### src/assert_macros.svh
// Assertion helpers shared by the RTL.
`ifndef ASSERT_MACROS_SVH
`define ASSERT_MACROS_SVH

// Same-cycle implication, checked on every rising edge out of reset.
`define CHK_NOW(lbl, ante, cons, msg) \
  lbl: assert property (@(posedge clk) disable iff (rst) (ante) |-> (cons)) else $error(msg);

// Implication checked in the cycle after the antecedent.
`define CHK_NEXT(lbl, ante, cons, msg) \
  lbl: assert property (@(posedge clk) disable iff (rst) (ante) |=> (cons)) else $error(msg);

`endif

### src/i2cms_pkg.sv
package i2cms_pkg;

  localparam int BUF_DEPTH = 32;
  localparam int BUF_AW    = $clog2(BUF_DEPTH);
  localparam int CNT_W     = $clog2(BUF_DEPTH + 1);

  typedef enum logic [1:0] {
    PH_READY = 2'd0,
    PH_MTX   = 2'd1,
    PH_MRX   = 2'd2
  } phase_t;

  typedef enum logic [1:0] {
    REQ_LOAD     = 2'd0,
    REQ_START_WR = 2'd1,
    REQ_START_RD = 2'd2,
    REQ_EVENT    = 2'd3
  } req_t;

  typedef enum logic [3:0] {
    ACT_NONE     = 4'd0,
    ACT_ADDR     = 4'd1,
    ACT_DATA     = 4'd2,
    ACT_ACK      = 4'd3,
    ACT_NACK     = 4'd4,
    ACT_STOP     = 4'd5,
    ACT_RELEASE  = 4'd6,
    ACT_START    = 4'd7,
    ACT_DIRECT   = 4'd8,
    ACT_REPSTART = 4'd9
  } act_t;

  typedef enum logic [2:0] {
    RC_OK        = 3'd0,
    RC_LONG      = 3'd1,
    RC_ADDR_NACK = 3'd2,
    RC_DATA_NACK = 3'd3,
    RC_OTHER     = 3'd4,
    RC_BUSY      = 3'd5
  } rc_t;

  // Bus engine status codes (low three bits masked off)
  localparam logic [7:0] ST_BUS_ERROR    = 8'h00;
  localparam logic [7:0] ST_START        = 8'h08;
  localparam logic [7:0] ST_REP_START    = 8'h10;
  localparam logic [7:0] ST_MT_SLA_ACK   = 8'h18;
  localparam logic [7:0] ST_MT_SLA_NACK  = 8'h20;
  localparam logic [7:0] ST_MT_DATA_ACK  = 8'h28;
  localparam logic [7:0] ST_MT_DATA_NACK = 8'h30;
  localparam logic [7:0] ST_ARB_LOST     = 8'h38;
  localparam logic [7:0] ST_MR_SLA_ACK   = 8'h40;
  localparam logic [7:0] ST_MR_SLA_NACK  = 8'h48;
  localparam logic [7:0] ST_MR_DATA_ACK  = 8'h50;
  localparam logic [7:0] ST_MR_DATA_NACK = 8'h58;
  localparam logic [7:0] ST_MASK         = 8'hF8;

  typedef struct packed {
    act_t             act;
    logic [7:0]       out_byte;
    logic             use_ram;
    logic             rxv;
    logic [7:0]       rx;
    logic             done;
    rc_t              code;
    logic [CNT_W-1:0] cnt;
    logic             busy;
  } res_t;

endpackage

### src/i2cms_ram.sv
module i2cms_ram #(
  parameter int WIDTH = 8,
  parameter int DEPTH = 32
) (
  input  logic                     clk,
  input  logic                     we,
  input  logic [$clog2(DEPTH)-1:0] waddr,
  input  logic [WIDTH-1:0]         wdata,
  input  logic                     re,
  input  logic [$clog2(DEPTH)-1:0] raddr,
  output logic [WIDTH-1:0]         rdata
);

  logic [WIDTH-1:0] mem [DEPTH];

  always_ff @(posedge clk) begin
    if (we) begin
      mem[waddr] <= wdata;
    end
    // hold read data until the next read
    if (re) begin
      rdata <= mem[raddr];
    end
  end

endmodule

### src/i2c_master_transaction_sequencer_core.sv
// The result is valid on the master side in the cycle after the request is accepted.
// Throughput: one request per cycle while the result side does not stall, set by the
//   update of the control registers on each accept and the one read port of the transmit store.
// Reset (rst, synchronous, active high) clears phase, counters, flags and the
//   output valid; the transmit store is not cleared and takes no clearing pass.
module i2c_master_transaction_sequencer_core
  import i2cms_pkg::*;
(
  input  logic        clk,
  input  logic        rst,
  // request side
  input  logic        s_tvalid,
  output logic        s_tready,
  // [6:0] dev_address, [14:7] xfer_length, [15] end_with_stop,
  // [23:16] wr_byte, [31:24] bus_status, [39:32] bus_byte_in
  input  logic [39:0] s_tdata,
  // [1:0] req_type
  input  logic [1:0]  s_tuser,
  // result side
  output logic        m_tvalid,
  input  logic        m_tready,
  // [7:0] bus_byte_out, [15:8] rx_byte, [16] done_res, [19:17] result_code,
  // [25:20] rx_count, [26] busy_res, [31:27] zero
  output logic [31:0] m_tdata,
  // [3:0] bus_action, [4] rx_valid
  output logic [4:0]  m_tuser
);

  // Request fields
  req_t             req_type;
  logic [6:0]       dev_address;
  logic [7:0]       xfer_length;
  logic             end_with_stop;
  logic [7:0]       wr_byte;
  logic [7:0]       bus_status;
  logic [7:0]       bus_byte_in;

  assign req_type      = req_t'(s_tuser);
  assign dev_address   = s_tdata[6:0];
  assign xfer_length   = s_tdata[14:7];
  assign end_with_stop = s_tdata[15];
  assign wr_byte       = s_tdata[23:16];
  assign bus_status    = s_tdata[31:24];
  assign bus_byte_in   = s_tdata[39:32];

  // Control state
  phase_t           phase, phase_next;
  logic [7:0]       addr_dir_byte, addr_dir_byte_next;
  logic             stop_at_end, stop_at_end_next;
  logic             in_repeated_start, in_repeated_start_next;
  logic [CNT_W-1:0] byte_index, byte_index_next;
  logic [CNT_W-1:0] byte_limit, byte_limit_next;
  logic [CNT_W-1:0] fill_count, fill_count_next;
  rc_t              error_kind, error_kind_next;

  // Result register
  res_t             res, res_next;

  // Transmit store port
  logic             ram_we, ram_re;
  logic [7:0]       ram_rdata;

  logic             s_acc;
  logic             active;
  logic [7:0]       st;
  logic             len_bad;
  logic             store_full;
  logic             tx_more;
  logic             rx_take;
  logic [CNT_W-1:0] idx_inc;
  logic [CNT_W-1:0] idx_after;
  logic             ack_after_data;
  logic             ack_after_sla;

  // Accept a request whenever the result register is free or draining
  assign s_tready = !m_tvalid || m_tready;
  assign s_acc    = s_tvalid && s_tready;

  assign active     = (phase != PH_READY);
  assign st         = bus_status & ST_MASK;
  assign len_bad    = (xfer_length > 8'(BUF_DEPTH));
  assign store_full = (fill_count >= CNT_W'(BUF_DEPTH));
  assign idx_inc    = byte_index + 1'b1;
  assign tx_more    = (byte_index < byte_limit) && (byte_index < CNT_W'(BUF_DEPTH));
  assign rx_take    = (byte_index < byte_limit);
  assign idx_after  = rx_take ? idx_inc : byte_index;

  // ACK when at least one more byte is wanted after the next one
  assign ack_after_data = ({1'b0, idx_after} + 1'b1) < {1'b0, byte_limit};
  assign ack_after_sla  = ({1'b0, byte_index} + 1'b1) < {1'b0, byte_limit};

  // Next-state logic for the sequencer
  always_comb begin
    phase_next             = phase;
    addr_dir_byte_next     = addr_dir_byte;
    stop_at_end_next       = stop_at_end;
    in_repeated_start_next = in_repeated_start;
    byte_index_next        = byte_index;
    byte_limit_next        = byte_limit;
    fill_count_next        = fill_count;
    error_kind_next        = error_kind;
    case (req_type)
      REQ_LOAD: begin
        if (!active && !store_full) begin
          fill_count_next = fill_count + 1'b1;
        end
      end
      REQ_START_WR, REQ_START_RD: begin
        if (!len_bad && !active) begin
          phase_next             = (req_type == REQ_START_RD) ? PH_MRX : PH_MTX;
          stop_at_end_next       = end_with_stop;
          error_kind_next        = RC_OK;
          byte_index_next        = '0;
          byte_limit_next        = xfer_length[CNT_W-1:0];
          addr_dir_byte_next     = {dev_address, (req_type == REQ_START_RD)};
          in_repeated_start_next = 1'b0;
          if (req_type == REQ_START_WR) begin
            fill_count_next = '0;
          end
        end
      end
      REQ_EVENT: begin
        if (active) begin
          case (st)
            ST_START, ST_REP_START: begin
            end
            ST_ARB_LOST, ST_BUS_ERROR: begin
              phase_next      = PH_READY;
              error_kind_next = RC_OTHER;
            end
            default: begin
              if (phase == PH_MTX) begin
                case (st)
                  ST_MT_SLA_ACK, ST_MT_DATA_ACK: begin
                    if (tx_more) begin
                      byte_index_next = idx_inc;
                    end else begin
                      phase_next = PH_READY;
                      if (!stop_at_end) begin
                        in_repeated_start_next = 1'b1;
                      end
                    end
                  end
                  ST_MT_SLA_NACK: begin
                    phase_next      = PH_READY;
                    error_kind_next = RC_ADDR_NACK;
                  end
                  ST_MT_DATA_NACK: begin
                    phase_next      = PH_READY;
                    error_kind_next = RC_DATA_NACK;
                  end
                  default: begin
                  end
                endcase
              end else begin
                case (st)
                  ST_MR_DATA_ACK: begin
                    byte_index_next = idx_after;
                  end
                  ST_MR_DATA_NACK: begin
                    byte_index_next = idx_after;
                    phase_next      = PH_READY;
                    if (!stop_at_end) begin
                      in_repeated_start_next = 1'b1;
                    end
                  end
                  ST_MR_SLA_NACK: begin
                    phase_next      = PH_READY;
                    error_kind_next = RC_OK;
                  end
                  default: begin
                  end
                endcase
              end
            end
          endcase
        end
      end
      default: begin
      end
    endcase
  end

  // Result and store-access logic
  always_comb begin
    res_next          = '0;
    res_next.act      = ACT_NONE;
    res_next.code     = RC_OK;
    ram_we            = 1'b0;
    ram_re            = 1'b0;
    case (req_type)
      REQ_LOAD: begin
        res_next.done = 1'b1;
        if (active) begin
          res_next.code = RC_BUSY;
        end else if (store_full) begin
          res_next.code = RC_LONG;
        end else begin
          ram_we = s_acc;
        end
      end
      REQ_START_WR, REQ_START_RD: begin
        if (len_bad) begin
          res_next.done = 1'b1;
          res_next.code = RC_LONG;
        end else if (active) begin
          res_next.done = 1'b1;
          res_next.code = RC_BUSY;
        end else if (in_repeated_start) begin
          res_next.act      = ACT_DIRECT;
          res_next.out_byte = {dev_address, (req_type == REQ_START_RD)};
        end else begin
          res_next.act = ACT_START;
        end
      end
      REQ_EVENT: begin
        if (active) begin
          case (st)
            ST_START, ST_REP_START: begin
              res_next.act      = ACT_ADDR;
              res_next.out_byte = addr_dir_byte;
            end
            ST_ARB_LOST: begin
              res_next.act  = ACT_RELEASE;
              res_next.done = 1'b1;
              res_next.code = RC_OTHER;
              if (phase == PH_MRX) begin
                res_next.cnt = byte_index;
              end
            end
            ST_BUS_ERROR: begin
              res_next.act  = ACT_STOP;
              res_next.done = 1'b1;
              res_next.code = RC_OTHER;
              if (phase == PH_MRX) begin
                res_next.cnt = byte_index;
              end
            end
            default: begin
              if (phase == PH_MTX) begin
                case (st)
                  ST_MT_SLA_ACK, ST_MT_DATA_ACK: begin
                    if (tx_more) begin
                      // data byte is read from the store on accept and reaches the output with the result
                      res_next.act     = ACT_DATA;
                      res_next.use_ram = 1'b1;
                      ram_re           = s_acc;
                    end else begin
                      res_next.act  = stop_at_end ? ACT_STOP : ACT_REPSTART;
                      res_next.done = 1'b1;
                      res_next.code = error_kind;
                    end
                  end
                  ST_MT_SLA_NACK: begin
                    res_next.act  = ACT_STOP;
                    res_next.done = 1'b1;
                    res_next.code = RC_ADDR_NACK;
                  end
                  ST_MT_DATA_NACK: begin
                    res_next.act  = ACT_STOP;
                    res_next.done = 1'b1;
                    res_next.code = RC_DATA_NACK;
                  end
                  default: begin
                  end
                endcase
              end else begin
                case (st)
                  ST_MR_DATA_ACK: begin
                    res_next.rxv = rx_take;
                    res_next.rx  = rx_take ? bus_byte_in : 8'h00;
                    res_next.act = ack_after_data ? ACT_ACK : ACT_NACK;
                  end
                  ST_MR_SLA_ACK: begin
                    res_next.act = ack_after_sla ? ACT_ACK : ACT_NACK;
                  end
                  ST_MR_DATA_NACK: begin
                    res_next.rxv  = rx_take;
                    res_next.rx   = rx_take ? bus_byte_in : 8'h00;
                    res_next.act  = stop_at_end ? ACT_STOP : ACT_REPSTART;
                    res_next.done = 1'b1;
                    res_next.code = error_kind;
                    res_next.cnt  = idx_after;
                  end
                  ST_MR_SLA_NACK: begin
                    res_next.act  = ACT_STOP;
                    res_next.done = 1'b1;
                    res_next.code = RC_OK;
                    res_next.cnt  = byte_index;
                  end
                  default: begin
                  end
                endcase
              end
            end
          endcase
        end
      end
      default: begin
      end
    endcase
    res_next.busy = (phase_next != PH_READY);
  end

  // Transmit store: loads write at the fill point, transmit reads at the
  // byte index. Loads happen only when idle and reads only while
  // transmitting, so the two never touch the store in the same cycle.
  i2cms_ram #(
    .WIDTH (8),
    .DEPTH (BUF_DEPTH)
  ) u_tx_store (
    .clk   (clk),
    .we    (ram_we),
    .waddr (fill_count[BUF_AW-1:0]),
    .wdata (wr_byte),
    .re    (ram_re),
    .raddr (byte_index[BUF_AW-1:0]),
    .rdata (ram_rdata)
  );

  // Advance control state on each accepted request
  always_ff @(posedge clk) begin
    if (rst) begin
      phase             <= PH_READY;
      addr_dir_byte     <= '0;
      stop_at_end       <= 1'b0;
      in_repeated_start <= 1'b0;
      byte_index        <= '0;
      byte_limit        <= '0;
      fill_count        <= '0;
      error_kind        <= RC_OK;
    end else if (s_acc) begin
      phase             <= phase_next;
      addr_dir_byte     <= addr_dir_byte_next;
      stop_at_end       <= stop_at_end_next;
      in_repeated_start <= in_repeated_start_next;
      byte_index        <= byte_index_next;
      byte_limit        <= byte_limit_next;
      fill_count        <= fill_count_next;
      error_kind        <= error_kind_next;
    end
  end

  // Output valid: set on accept, drop when taken without a new request
  always_ff @(posedge clk) begin
    if (rst) begin
      m_tvalid <= 1'b0;
    end else if (s_acc) begin
      m_tvalid <= 1'b1;
    end else if (m_tready) begin
      m_tvalid <= 1'b0;
    end
  end

  // Hold the result payload while the downstream stalls
  always_ff @(posedge clk) begin
    if (s_acc) begin
      res <= res_next;
    end
  end

  logic [7:0] out_byte;
  assign out_byte = res.use_ram ? ram_rdata : res.out_byte;

  assign m_tdata = {5'b0, res.busy, res.cnt, res.code, res.done, res.rx, out_byte};
  assign m_tuser = {res.rxv, res.act};

`include "assert_macros.svh"

  `CHK_NOW(a_fill_bound, 1'b1, fill_count <= CNT_W'(BUF_DEPTH), "fill count above store depth")
  `CHK_NOW(a_idx_bound, phase != PH_READY, byte_index <= byte_limit, "byte index past limit")
  `CHK_NOW(a_ram_rd_phase, ram_re, phase == PH_MTX && !ram_we, "store read outside transmit")
  `CHK_NEXT(a_data_from_ram, ram_re, m_tvalid && res.use_ram && res.act == ACT_DATA,
            "store read without data result")

endmodule

### config.mk
export PLATFORM = sky130hd
export DESIGN_NAME = i2c_master_transaction_sequencer_core
export DESIGN_NICKNAME = d
export VERILOG_FILES = /design/src/i2cms_pkg.sv /design/src/i2cms_ram.sv /design/src/i2c_master_transaction_sequencer_core.sv
export VERILOG_INCLUDE_DIRS = /design/src /design/src/src
export SDC_FILE = /design/constraint.sdc
export NUM_CORES = 1
export LEC_CHECK = 0
export BUFFER_PORTS_ARGS = -buffer_cell sky130_fd_sc_hd__buf_2
export CAP_MARGIN = 20
export CORE_ASPECT_RATIO = 0.7
export CORE_MARGIN = 2
export CORE_UTILIZATION = 50
export CTS_BUF_LIST = sky130_fd_sc_hd__clkbuf_16
export DETAILED_ROUTE_END_ITERATION = 10
export MAX_ROUTING_LAYER = met4
export PLACE_DENSITY = 0.67
export SETUP_SLACK_MARGIN = 0.02
export SYNTH_ARGS = -nofsm -noshare
export SYNTH_HDL_FRONTEND = slang
export SYNTH_HIERARCHICAL = 1
export SYNTH_SLANG_ARGS = --single-unit
### constraint.sdc
create_clock -name clk -period 4.5 [get_ports clk]
set_input_delay 0 -clock clk [delete_from_list [all_inputs] [get_ports clk]]
set_output_delay 0 -clock clk [all_outputs]
set_load 0.02 [all_outputs]
# Word level (Yosys, flattened, before mapping)
# Memory sizes are Yosys's and may differ from the RTL's. A register that Yosys moved wholly into a read port is not among the register bits.
# Index checks and enable logic that the tools add are counted.
dict set report totals {
  wordCells 183
  out_inout_bits 39
  mem_bits_rw 256
  inputBits 46
  register_bits 67
  memories 1
}
# name depth word_bits read_ports rd_clocked_by_memory_dff wr line
set memory_table {}
lappend memory_table {u_tx_store.mem 32 8 1 1 1 i2cms_ram.sv:14} ;# logic [WIDTH-1:0] mem [DEPTH];
dict set report classes {
  bitwise 6
  n_reduce_logical 33
  add_sub_neg 4
  muxes 86
  n_lt_le_gt_ge 6
  eq_ne 29
}
# cell n
set ops {}
lappend ops {{6-bit 2-to-1 mux} 13}
lappend ops {{10-bit one-hot mux with 2 select lines} 2}
lappend ops {{4-bit one-hot mux with 3 select lines} 3}
lappend ops {{32-bit 2-to-1 mux} 1}
lappend ops {{4-bit 2-to-1 mux} 8}
lappend ops {{8-bit 2-to-1 mux} 4}
lappend ops {{1-bit 2-to-1 mux} 25}
lappend ops {{12-bit 2-to-1 mux} 2}
lappend ops {{12-bit one-hot mux with 2 select lines} 1}
lappend ops {{6-bit one-hot mux with 2 select lines} 2}
lappend ops {{3-bit 2-to-1 mux} 7}
lappend ops {{5-bit by 3-bit equality test with 1-bit output, second input constant} 4}
lappend ops {{5-bit by 4-bit equality test with 1-bit output, second input constant} 4}
lappend ops {{9-bit 2-to-1 mux} 2}
lappend ops {{3-bit one-hot mux with 2 select lines} 3}
lappend ops {{4-bit one-hot mux with 4 select lines} 1}
lappend ops {{8-bit AND reduction} 2}
lappend ops {{8-bit OR reduction} 2}
lappend ops {{6-bit by 1-bit adder with 7-bit output, second input constant} 2}
lappend ops {{7-bit by 6-bit less-than comparator with 1-bit output} 2}
lappend ops {{2-bit OR reduction} 7}
lappend ops {{6-bit by 1-bit adder with 6-bit output, second input constant} 2}
lappend ops {{2-bit 2-to-1 mux} 6}
lappend ops {{2-bit != test, second input constant} 6}
lappend ops {{29 further kinds} 53}

# Depth between registers and ports, before layout
dict set report depth {
  ltp_word 10
  mapped_depth 18
  ltp_nobuf 17
}

# Hierarchy
# Netlist, hierarchy kept.
# mod area_per_inst_um2 instances cells_per_inst
set by_module_without_submodules {}
lappend by_module_without_submodules {i2cms_ram 10133.5 1 417}
lappend by_module_without_submodules {i2c_master_transaction_sequencer_core 4503.1 1 534}

# Worst setup path after synthesis
# OpenSTA, ideal clock, no wires.
dict set report synth_path {
  path_type {reg-to-reg}
  from {reg byte_limit[5]}
  to {reg res (netlist bit m_tuser[2]) (data pin)}
  synth_period_minus_slack_ns 3.827
  t_arrival_ns 3.561
  path_buffers 0
  setup_time_ns 0.266
  required_ns 4.234
  stages_incl_launch_ff 18
  slack_ns 0.673
  cell_sequence {dfxtp_1 inv_1 ha_1 a21oi_1 o21ai_0 a21oi_1 mux2_2 ha_1 xor2_1 xnor2_1 ha_1 a21o_1 a21oi_1 o21ai_0 or3_1 and4_1 a31oi_1 o21ai_0}
}
# element line
set synth_rtl {}
lappend synth_rtl {{from (decl)} i2c_master_transaction_sequencer_core.sv:52} ;# logic [CNT_W-1:0] byte_limit, byte_limit_next;
lappend synth_rtl {{from (signal assigned)} i2c_master_transaction_sequencer_core.sv:338} ;# byte_limit <= byte_limit_next;
lappend synth_rtl {{to (signal assigned)} i2c_master_transaction_sequencer_core.sv:358} ;# res <= res_next;
lappend synth_rtl {{to (decl)} i2c_master_transaction_sequencer_core.sv:57} ;# res_t res, res_next;

==> results.md <==
* Number of synthesized flops with an enable pin at just under 300
* # setup viols final at 0
* Fin Setup TNS at 0 ns
* Post-CTS Setup Bufs at 0
* H-tree Lvls at 1
* Area grow syn2layout at 12.8%
* Via count at around 8,500
* Post-route ant nets at 0
* Crit Path Max Fanout at 4
* Tcrit/Tclk final at about 93%
* Largest net degree at the start of global routing at 48
* Routed WL at ~33,000 um
* Wire per inst at between 20 and 25 um
* Hold Vio Cnt, Final at 7
* PD cells at between 300 and 400 nW/um2
* Peak supply drop at roughly 290 uV
* Root Driver: clkbuf_16
* CP Class: reg -> reg
* List of most frequent post-synthesis cells: edfxtp_1 (297), nor2_1 (84), mux4_2 (80), nand2_1 (63), a21oi_1 (50)
* Cells after DPL at approximately 1,400
* Sequential-to-total area share from yosys stat at 65.6%
* MaxCap Viol Count at 0
* Max-slew violations at 0
* Chip width at 208 um
* Vias in the first global route at between 8,000 and 9,000
* Final core utilization at 57.3%
* Worst Hold Class: in -> reg
* Failing checks: hold timing
* Diode count at 0
* Reg2reg path depth at 17
* Layout Cells excl Fill at 1,437
* Initial DRC count at between 800 and 900
* Full die area at roughly 31,000 um2
* CTS tree: yes
* Clock buffer depth at 3
* Worst hold stages at 1
* I/O Pins at 85
* Crit. End Element: register
* Synth unique cells at 59
* Clock Sinks at roughly 330
* Synth top area share at 60.9%
* Yosys reg bits at between 300 and 400
* FP Rows at 52
* Port bufs at 76
* Skew final at ~0.009 ns
* Main flop type after synthesis: edfxtp_1
* Yosys top cell by area: edfxtp_1
* Worst hold slack at -0.00580 ns
* Core area at 28,800 um2
* Yosys warns at 6
* Critical Path AT at 4.46 ns
* Leakage at 0.00536 uW
* Worst Path Required at 4.79 ns
* Slew @ Worst Pin at about 0.94 ns
* Synth Area per Inst at about 15 um2
* Worst setup SP type: register
* Shortest period the worst path allows at between 4 and 5 ns
* Asr flop ratio synth at 0%
* Share of layout cells above drive strength 1 at 24.5%
* DP HPWL at ~21,000 um
* Vias per cell at roughly 5.9
* Fin nets at between 1,000 and 1,500
* GRT Total Usage at 22.0%
* Slew HR at between 30% and 40%
* Die height at 147 um
* Most frequent cell after synthesis: edfxtp_1
* Status: finished, violations left
* Remaining Overflow, GRT at 0
* RePlAce Congestion at ~0.93
* RSZ-0062 raised after global routing: false
* Post-synthesis cell area at between 10,000 and 15,000 um2
* CTS Buf Count at 30
* DR DRC count at 0
* Global-route wire length before repair at between 40,000 and 50,000 um
* Initial Util at between 50% and 60%
* Peak Freq at about 240 MHz
* Pre-antenna DRT Iters at 6
* Synth Instances at between 900 and 1,000
* Latest clock arrival within the worst-skew pair at ~0.55 ns
* CTS clk-pin slew, worst paths at approximately 0.060 ns
* Initial antenna violation count at 0
* Area contributors post-synth: edfxtp_1 (61%), mux4_2 (12%), dfxtp_1 (4.7%)
-- power by group --
part	switching [uW]	internal (uW)
logic	178	88.5
clock network	1080	1420
registers	6.97	3360
-- worst max-delay path, cell delays in order, from the launching register on --
cell	delay, ns
dfxtp_1	0.32
inv_1	0.08
ha_1	0.30
a21oi_1	0.15
o21ai_0	0.19
a21oi_1	0.24
mux2_2	0.40
ha_1	0.23
xor2_1	0.16
xnor2_1	0.20
ha_1	0.26
a21o_1	0.18
a21oi_1	0.12
o21ai_0	0.14
or3_1	0.33
and4_1	0.24
a31oi_4	0.24
o21ai_0	0.13
-- per-stage QoR --
stage / instance area, um2 / hold slack (ns) / setup slack [ns] / total power, uW
after floorplan: 14700 / 0.0989 / 0.674 / 3580
after global placement: 15200 / 0.250 / 0.248 / 3670
after detailed placement: 15200 / 0.255 / 0.199 / 3680
after CTS: 16500 / 0.00247 / 0.170 / 6170
after global routing: 16500 / 0.0244 / 0.0498 / 6310
final: 16500 / -0.00580 / 0.330 / 6140
-- cell type report --
type	instances	area, um2
Inverter	16	60.1
Fill cell	2210	12300
Sequential cell	331	9610
Tap cell	378	473
Multi-Input combinational cell	526	4550
Timing Repair Buffer	130	853
Clock inverter	25	196
Clock buffer	31	776
-- cells in the final DEF (no fill, tap or decap), types with 25 or more instances in the layout --
cell type | netlist | layout
edfxtp_1 | 297 | 297
nor2_1 | 84 | 84
mux4_2 | 80 | 80
buf_2 | 2 | 77
nand2_1 | 63 | 63
a21oi_1 | 50 | 50
dfxtp_1 | 34 | 32
clkbuf_16 | 0 | 31
dlygate4sd3_1 | 0 | 28
o21ai_0 | 25 | 25
buf_4 | 35 | 25
-- flip-flops by register name, summed over array words and instances, names as in the netlist --
signal,count
error_kind,3
phase,2
u_tx_store/rdata,8
u_tx_store/mem,256
stop_at_end,1
byte_limit,6
res,9
in_repeated_start,1
byte_index,6
m_tuser,5
m_tvalid,1
addr_dir_byte,8
m_tdata,19
fill_count,6
-- repair_timing --
action                                  4_1_cts  5_1_grt
hold buffers                                 28        0
endpoints found under the setup margin        0        3
gates resized for setup                       0        2
endpoints found under the hold margin        70        0
-- logic make-up (layout without fill, tap and decap cells) --
| family | count (synthesis) | after routing | share of synthesized area, % |
|---|---|---|---|
| xor+xnor | 18 | 18 | 1.08 |
| flops | 331 | 331 | 65.6 |
| buf+inv | 98 | 202 | 3.53 |
| other cells | 1 | 5 | 0.0256 |
| compound gates | 127 | 127 | 5.37 |
| fa+ha+maj | 23 | 23 | 1.97 |
| simple gates | 249 | 249 | 8.35 |
| mux | 104 | 104 | 14.1 |
-- layer usage --
layer / track usage [%] / share of wire (%) / wire [um]
met1: 35.2 / 48 / 15700
met2: 29.5 / 42 / 13800
met3: 3.98 / 8.1 / 2650
met4: 3.71 / 1.3 / 423
met5: - / 0 / 0
-- path summary, 6_finish.rpt --
path / endpoint / from / slack, ns
worst min register to register: byte_limit[5]$_SDFFE_PP0P_ / byte_limit[5]$_SDFFE_PP0P_ / 0.45
worst max register to register: m_tuser[2]$_DFFE_PP_ / byte_limit[3]$_SDFFE_PP0P_ / 0.33
worst min-delay path: u_tx_store/mem[17][6]$_DFFE_PP_ / s_tdata[22] / -0.006
worst max-delay path: m_tuser[2]$_DFFE_PP_ / byte_limit[3]$_SDFFE_PP0P_ / 0.33
Note: power is estimated with default switching activity, not from simulation.
